## config.mk

```make
export PLATFORM = sky130hd
export DESIGN_NAME = serial_response_frame_decoder_unit
export DESIGN_NICKNAME = d
export VERILOG_FILES = /design/src/rtl/srfd_pkg.sv /design/src/rtl/serial_response_frame_decoder_unit.sv
export SDC_FILE = /design/constraint.sdc
export NUM_CORES = 1
export LEC_CHECK = 0
export BUFFER_PORTS_ARGS = -buffer_cell sky130_fd_sc_hd__buf_2
export CELL_PAD_IN_SITES_DETAIL_PLACEMENT = 0
export CELL_PAD_IN_SITES_GLOBAL_PLACEMENT = 1
export CORE_UTILIZATION = 42
export DETAILED_ROUTE_END_ITERATION = 7
export PLACE_DENSITY = 0.77
export SLEW_MARGIN = 25
export SYNTH_ARGS = -nofsm -noshare
export SYNTH_HDL_FRONTEND = slang
export SYNTH_SLANG_ARGS = --single-unit
```

## constraint.sdc

```tcl
create_clock -name clk -period 4 [get_ports clk]
set_input_delay 1.2 -clock clk [delete_from_list [all_inputs] [get_ports clk]]
set_output_delay 1.2 -clock clk [all_outputs]
set_load 0.02 [all_outputs]
```

## src/rtl/srfd_pkg.sv

```systemverilog
// Shared constants, status codes and the CRC-16 byte update of the reply frame decoder.
// Has no dependencies; used by the decoder and its checker.
package srfd_pkg;

  localparam int unsigned MAX_FRAME_BYTES_DEF = 256;

  localparam logic [15:0] CRC_SEED  = 16'hFFFF;
  localparam logic [15:0] CRC_POLY  = 16'hA001;
  localparam logic [7:0]  FUNC_CODE = 8'h40;

  typedef enum logic [2:0] {
    ST_OK       = 3'd0,
    ST_SHORT    = 3'd1,
    ST_CRC_BAD  = 3'd2,
    ST_BAD_FUNC = 3'd3,
    ST_TOO_LONG = 3'd4
  } status_t;

  // Reflected CRC-16 over one byte, eight shift steps unrolled.
  function automatic logic [15:0] crc_byte_update(input logic [15:0] crc_in,
                                                  input logic [7:0]  data);
    logic [15:0] c;
    c = crc_in ^ {8'h00, data};
    for (int i = 0; i < 8; i++) begin
      if (c[0]) begin
        c = (c >> 1) ^ CRC_POLY;
      end else begin
        c = c >> 1;
      end
    end
    return c;
  endfunction

endpackage

```

## src/rtl/serial_response_frame_decoder_unit.sv

```systemverilog
// Reply frame decoder: one received byte per transaction, emits payload words and a frame status.
// Depends on srfd_pkg for the CRC update, constants and status codes.
//
// The block takes one byte of a reply frame in every cycle unless the input is held off, and
// needs no gap between frames. The CRC-16 update of the previous byte (eight unrolled steps)
// and the word pairing sit between the state registers and an output register, so a result
// appears in the cycle after its byte is taken. A word is emitted for every second payload
// byte that is confirmed not to be a CRC byte and lies within the frame's byte count, and one
// status transaction closes every frame, carrying the number of words emitted. The input is
// held off only while a result waits in the output register and the consumer stalls.
module serial_response_frame_decoder_unit #(
  parameter int unsigned MAX_FRAME_BYTES = srfd_pkg::MAX_FRAME_BYTES_DEF
) (
  input  logic        clk,
  input  logic        rst_n,
  input  logic        in_valid,
  output logic        in_stall,
  input  logic [7:0]  in_rx_byte,
  input  logic        in_frame_end,
  output logic        out_valid,
  input  logic        out_stall,
  output logic        out_kind,
  output logic [15:0] out_word_value,
  output logic [6:0]  out_word_number,
  output logic [2:0]  out_status,
  output logic        out_last
);
  import srfd_pkg::*;

  localparam int unsigned PosW = $clog2(MAX_FRAME_BYTES + 1);
  localparam logic [PosW-1:0] PosMax = PosW'(MAX_FRAME_BYTES);

  logic [15:0]     crc_r, crc_nxt;
  logic [PosW-1:0] pos_r, pos_nxt;
  logic [15:0]     count_r, count_nxt;
  logic [7:0]      held_r, held_nxt;
  logic [7:0]      high_r, high_nxt;
  logic            func_ok_r, func_ok_nxt;
  logic [6:0]      word_cnt_r, word_cnt_nxt;

  logic            out_valid_r, out_valid_nxt;
  logic            kind_r;
  logic [15:0]     word_value_r;
  logic [6:0]      word_number_r;
  status_t         status_r;

  logic            in_acc;
  logic            res_valid;
  logic            res_kind;
  logic [15:0]     res_word;
  status_t         res_status;
  logic            func_ok_eff;
  logic [15:0]     crc_step;
  logic [15:0]     words_seen;

  assign in_stall = out_valid_r & out_stall;
  assign in_acc   = in_valid & ~in_stall;
  assign crc_step = crc_byte_update(crc_r, held_r);
  // Payload bytes seen so far, counting the byte being committed (position minus eight).
  assign words_seen = 16'(pos_r - PosW'(8));

  always_comb begin
    crc_nxt      = crc_r;
    pos_nxt      = pos_r;
    count_nxt    = count_r;
    held_nxt     = held_r;
    high_nxt     = high_r;
    func_ok_nxt  = func_ok_r;
    word_cnt_nxt = word_cnt_r;
    res_valid    = 1'b0;
    res_kind     = 1'b0;
    res_word     = '0;
    res_status   = ST_OK;
    func_ok_eff  = func_ok_r;
    if (pos_r == PosW'(1)) begin
      func_ok_eff = (in_rx_byte == FUNC_CODE);
    end
    if (in_acc) begin
      if (pos_r == PosW'(6)) begin
        count_nxt = {in_rx_byte, count_r[7:0]};
      end
      if (pos_r == PosW'(7)) begin
        count_nxt = {count_r[15:8], in_rx_byte};
      end
      func_ok_nxt = func_ok_eff;
      if (in_frame_end) begin
        res_valid = 1'b1;
        res_kind  = 1'b1;
        if (pos_r == '0) begin
          res_status = ST_SHORT;
        end else if (pos_r >= PosMax) begin
          res_status = ST_TOO_LONG;
        end else if (crc_r != {in_rx_byte, held_r}) begin
          res_status = ST_CRC_BAD;
        end else if (!func_ok_eff) begin
          res_status = ST_BAD_FUNC;
        end else begin
          res_status = ST_OK;
        end
        crc_nxt      = CRC_SEED;
        pos_nxt      = '0;
        count_nxt    = '0;
        held_nxt     = '0;
        high_nxt     = '0;
        func_ok_nxt  = 1'b0;
        word_cnt_nxt = '0;
      end else begin
        // The held byte is followed by a non-final byte, so it cannot be a CRC byte.
        if (pos_r != '0 && pos_r < PosMax) begin
          crc_nxt = crc_step;
          if (pos_r >= PosW'(9)) begin
            if (pos_r[0]) begin
              high_nxt = held_r;
            end else if (words_seen <= count_r) begin
              res_valid    = 1'b1;
              res_word     = {high_r, held_r};
              word_cnt_nxt = word_cnt_r + 7'd1;
            end
          end
        end
        held_nxt = in_rx_byte;
        if (pos_r < PosMax) begin
          pos_nxt = pos_r + PosW'(1);
        end
      end
    end
  end

  always_comb begin
    out_valid_nxt = out_valid_r;
    if (in_acc) begin
      out_valid_nxt = res_valid;
    end else if (out_valid_r && !out_stall) begin
      out_valid_nxt = 1'b0;
    end
  end

  always_ff @(posedge clk) begin
    if (!rst_n) begin
      crc_r       <= CRC_SEED;
      pos_r       <= '0;
      count_r     <= '0;
      held_r      <= '0;
      high_r      <= '0;
      func_ok_r   <= 1'b0;
      word_cnt_r  <= '0;
      out_valid_r <= 1'b0;
    end else begin
      crc_r       <= crc_nxt;
      pos_r       <= pos_nxt;
      count_r     <= count_nxt;
      held_r      <= held_nxt;
      high_r      <= high_nxt;
      func_ok_r   <= func_ok_nxt;
      word_cnt_r  <= word_cnt_nxt;
      out_valid_r <= out_valid_nxt;
    end
  end

  always_ff @(posedge clk) begin
    if (in_acc && res_valid) begin
      kind_r        <= res_kind;
      word_value_r  <= res_word;
      word_number_r <= word_cnt_r;
      status_r      <= res_status;
    end
  end

  assign out_valid       = out_valid_r;
  assign out_kind        = kind_r;
  assign out_word_value  = word_value_r;
  assign out_word_number = word_number_r;
  assign out_status      = status_r;
  assign out_last        = kind_r;

endmodule

```

==> impl_metrics.prom <==
# TYPE chip_impl_metric gauge
chip_impl_metric{name="p_leak",unit="nW"} 2.011
chip_impl_metric{name="cts.sinks",unit=""} 93
chip_impl_metric{name="power.share.switching",unit="%"} 26.22
chip_impl_metric{name="detail_route.iter0.violations",unit=""} 180
chip_impl_info{name="synth_most_common_cell",value="sky130_fd_sc_hd__dfxtp_1"} 1
chip_impl_info{name="root_buffer",value="sky130_fd_sc_hd__clkbuf_16"} 1
chip_impl_metric{name="drv.max_cap_violation_count",unit=""} 0
chip_impl_metric{name="p_comb_share",unit="%"} 11.3
chip_impl_info{name="critical_path.endpoint_type",value="register"} 1
chip_impl_metric{name="global_route_wire_length_before_repair",unit="um"} 18350
chip_impl_metric{name="p_sw",unit="mW"} 0.5415
chip_impl_metric{name="fillCellCount",unit=""} 1058
chip_impl_metric{name="sequentialPowerShare",unit="%"} 49.2
chip_impl_metric{name="timing.critical_path.required",unit="ns"} 3.98
chip_impl_metric{name="asyncSetResetFlopFracSynth",unit="%"} 0
chip_impl_metric{name="remaining_drc_errors",unit=""} 0
chip_impl_info{name="rsz0062_at_grt",value="no"} 1
chip_impl_metric{name="worst_skew_pair.late_latency",unit="ns"} 0.35
chip_impl_metric{name="fp-row-count",unit=""} 38
chip_impl_metric{name="finalSetupTns",unit="ns"} 0
chip_impl_metric{name="setup_viol",unit=""} 0
chip_impl_metric{name="hpwlAfterDp",unit="um"} 8283
chip_impl_metric{name="gp_congestion",unit=""} 0.8565
chip_impl_metric{name="syn_inst",unit=""} 494
chip_impl_metric{name="power_density",unit="mW/mm^2"} 376.4
chip_impl_metric{name="grt_use_total",unit="%"} 20.60
chip_impl_metric{name="antenna_found_initial",unit=""} 0
chip_impl_metric{name="syn2layout_area_growth",unit="%"} 12.81
chip_impl_metric{name="post-place-cells",unit=""} 662
chip_impl_metric{name="yosys_warnings",unit=""} 0
chip_impl_metric{name="io_buffer_count",unit=""} 42
chip_impl_info{name="setup.worst_path.start_class",value="register"} 1
chip_impl_metric{name="die-height",unit="um"} 109.6
chip_impl_metric{name="antenna-diode-count",unit=""} 0
chip_impl_info{name="worstSetupPathType",value="register to register"} 1
chip_impl_metric{name="post-place-ws",unit="ns"} 0.4288
chip_impl_metric{name="drive_gt1_share",unit="%"} 15.80
chip_impl_metric{name="design.final.nets",unit=""} 573
chip_impl_info{name="result_of_the_run",value="finished clean"} 1
chip_impl_metric{name="via_count_of_the_first_global_routing_pass",unit=""} 3466
chip_impl_metric{name="max_fanout_on_critical_path",unit=""} 27
chip_impl_metric{name="aggregate_global_routing_overflow",unit=""} 0
chip_impl_metric{name="chipWidth",unit="um"} 109.6
chip_impl_metric{name="detailroute.via_count",unit=""} 3615
chip_impl_metric{name="via_density",unit=""} 5.332
chip_impl_info{name="synth.top_cells.by_count",value="sky130_fd_sc_hd__dfxtp_1, sky130_fd_sc_hd__nor2b_1, sky130_fd_sc_hd__nand2_1"} 1
chip_impl_metric{name="routed_length_per_instance",unit="um"} 16.75
chip_impl_metric{name="fmax",unit="MHz"} 279.0
chip_impl_metric{name="cts_made_buffers",unit=""} 9
chip_impl_metric{name="clock_tree.buffer_depth",unit=""} 2
chip_impl_metric{name="intPower",unit="mW"} 1.524
chip_impl_metric{name="synth.net_count",unit=""} 534
chip_impl_metric{name="clock_skew",unit="ns"} 0.01178
chip_impl_metric{name="finalCriticalPeriod",unit="ns"} 3.584
chip_impl_metric{name="ys_ff_latch",unit=""} 93
chip_impl_metric{name="min_period_over_period",unit="%"} 89.60
chip_impl_metric{name="peakVddDrop",unit="mV"} 0.1955
chip_impl_metric{name="synth_enable_flop_cells",unit=""} 27
chip_impl_metric{name="ys_types",unit=""} 56
chip_impl_metric{name="post-cts-setup-buffer-count",unit=""} 0
chip_impl_metric{name="synth_sequential_area_ratio",unit="%"} 43.83
chip_impl_metric{name="area_of_the_die",unit="sq mm"} 0.01202
chip_impl_metric{name="start_util",unit="%"} 43.91
chip_impl_metric{name="finalMaxSlewViolations",unit=""} 0
chip_impl_metric{name="firstDrtPassIters",unit=""} 4
chip_impl_metric{name="worst_slack",unit="ns"} 0.4159
chip_impl_metric{name="relSlewSlack",unit="%"} 46.41
chip_impl_metric{name="filler_free_cell_count_of_the_finished_design",unit=""} 678
chip_impl_metric{name="maximum_number_of_pins_on_one_net_before_global_route_repair",unit=""} 52
chip_impl_metric{name="antenna_violating_nets_post_route",unit=""} 0
chip_impl_info{name="hold_path.class",value="register to register"} 1
chip_impl_metric{name="syn-cell-area",unit="sq mm"} 0.004865
chip_impl_metric{name="hold_buffers",unit=""} 0
chip_impl_info{name="yosysTopAreaCell",value="sky130_fd_sc_hd__dfxtp_1"} 1
chip_impl_metric{name="report.power.total",unit="mW"} 2.065
chip_impl_metric{name="slew_at_the_pin_with_the_worst_max_slew_slack",unit="ns"} 0.8023
chip_impl_metric{name="report.final.hold_viol_count",unit=""} 0
chip_impl_metric{name="clkSlewWorstSetupHoldPaths",unit="ns"} 0.07
chip_impl_metric{name="critical_path_arrival",unit="ns"} 3.57
chip_impl_metric{name="placeable_core_region",unit="sq mm"} 0.01108
chip_impl_info{name="clock_tree_from_tritoncts",value="done"} 1
chip_impl_info{name="synthTopCellsByArea",value="sky130_fd_sc_hd__dfxtp_1, sky130_fd_sc_hd__edfxtp_1, sky130_fd_sc_hd__ha_1"} 1
chip_impl_metric{name="boundaryPins",unit=""} 43
chip_impl_metric{name="yosysTopAreaCellShare",unit="%"} 27.16
chip_impl_info{name="yosys_most_used_dff",value="sky130_fd_sc_hd__dfxtp_1"} 1
chip_impl_metric{name="synth_area_per_cell",unit="sq um"} 9.848
chip_impl_metric{name="detail_route.wirelength",unit="um"} 11360
chip_impl_metric{name="resize_count_post_cts",unit=""} 0
chip_impl_metric{name="cts-htree-levels",unit=""} 3
chip_impl_metric{name="share_clk_of_total_power",unit="%"} 39.5
## power by group through the flow
stage	combinational [mW]	sequential, mW	clock, mW
global route	0.256	1.02	0.876
detailed placement	0.232	1.04	0
global placement	0.230	1.04	0
CTS	0.234	1.02	0.833
finish	0.234	1.02	0.816
floorplan	0.157	1.04	0
## flip-flops by register name, summed over array words and instances (netlist names)
name / cells
out_kind: 1
high_r: 8
count_r: 16
out_word_number: 7
out_word_value: 16
crc_r: 16
out_valid: 1
func_ok_r: 1
out_status: 3
word_cnt_r: 7
held_r: 8
pos_r: 9
## cells in the final DEF (no fill, tap or decap), types with 14 or more instances in the layout
cell type,n
sky130_fd_sc_hd__dfxtp_1,66
sky130_fd_sc_hd__edfxtp_1,27
sky130_fd_sc_hd__nand2_1,48
sky130_fd_sc_hd__nor2b_1,54
sky130_fd_sc_hd__nor2_1,18
sky130_fd_sc_hd__mux2i_1,22
sky130_fd_sc_hd__xor2_1,14
sky130_fd_sc_hd__buf_2,42
sky130_fd_sc_hd__ha_1,27
sky130_fd_sc_hd__xnor2_1,15
sky130_fd_sc_hd__inv_1,25
sky130_fd_sc_hd__and2_1,20
## cell type report
class | instances | area [sq um] | area share [%]
Clock inverter | 6 | 57.56 | 1.049
Timing Repair Buffer | 51 | 277.8 | 5.062
Multi-Input combinational cell | 352 | 2519 | 45.90
Sequential cell | 93 | 2132 | 38.85
Inverter | 26 | 97.59 | 1.778
Clock buffer | 10 | 229.0 | 4.172
Tap cell | 140 | 175.2 | 3.192
## final timing paths
kind                                   start                              end  slack (ns)  cells after the start
hold / removal    word_cnt_r[6]$_SDFFE_PN0P_     out_word_number[6]$_DFFE_PP_        0.47                      0
setup reg to reg       pos_r[5]$_SDFFE_PN0P_  out_word_value[8]$_SDFFCE_PP0P_        0.42                      9
hold reg to reg   word_cnt_r[6]$_SDFFE_PN0P_     out_word_number[6]$_DFFE_PP_        0.47                      0
setup / recovery       pos_r[5]$_SDFFE_PN0P_  out_word_value[8]$_SDFFCE_PP0P_        0.42                      9
## layer usage
metal	global-route usage (%)	wire, um
met5	0	0
met4	7.333	210
met3	4.564	611
met2	32.66	5294
met1	27.58	5242
## critical path, stage by stage, from the launching register on
cell	delay, ns
sky130_fd_sc_hd__dfxtp_1	0.38
sky130_fd_sc_hd__or3_4	0.45
sky130_fd_sc_hd__or3_1	0.49
sky130_fd_sc_hd__nand2_1	0.12
sky130_fd_sc_hd__ha_1	0.13
sky130_fd_sc_hd__nand4_1	0.11
sky130_fd_sc_hd__nor4_1	0.44
sky130_fd_sc_hd__nand2_1	0.29
sky130_fd_sc_hd__a21oi_1	0.24
sky130_fd_sc_hd__or2_2	0.57
## metrics by stage
step | area, sq um | hold slack [ns] | utilization [%]
final | 5488 | 0.4657 | 49.54
after CTS | 5488 | 0.4614 | 49.54
after floorplan | 4865 | 0.4213 | -
after detailed placement | 5201 | 0.4448 | 46.95
after global routing | 5488 | 0.4723 | 49.54
after global placement | 5201 | 0.4395 | 46.95
## kinds of logic after synthesis
kind of cell	synth area share, %
AOI/OAI and AO/OA	12.73
adders and majority gates	6.944
and+or+nand+nor	21.89
DFF	43.83
buffers and inverters	4.398
muxes	4.527
xor gates and xnor gates	5.684
No activity file was read; power rests on OpenSTA's default activity.
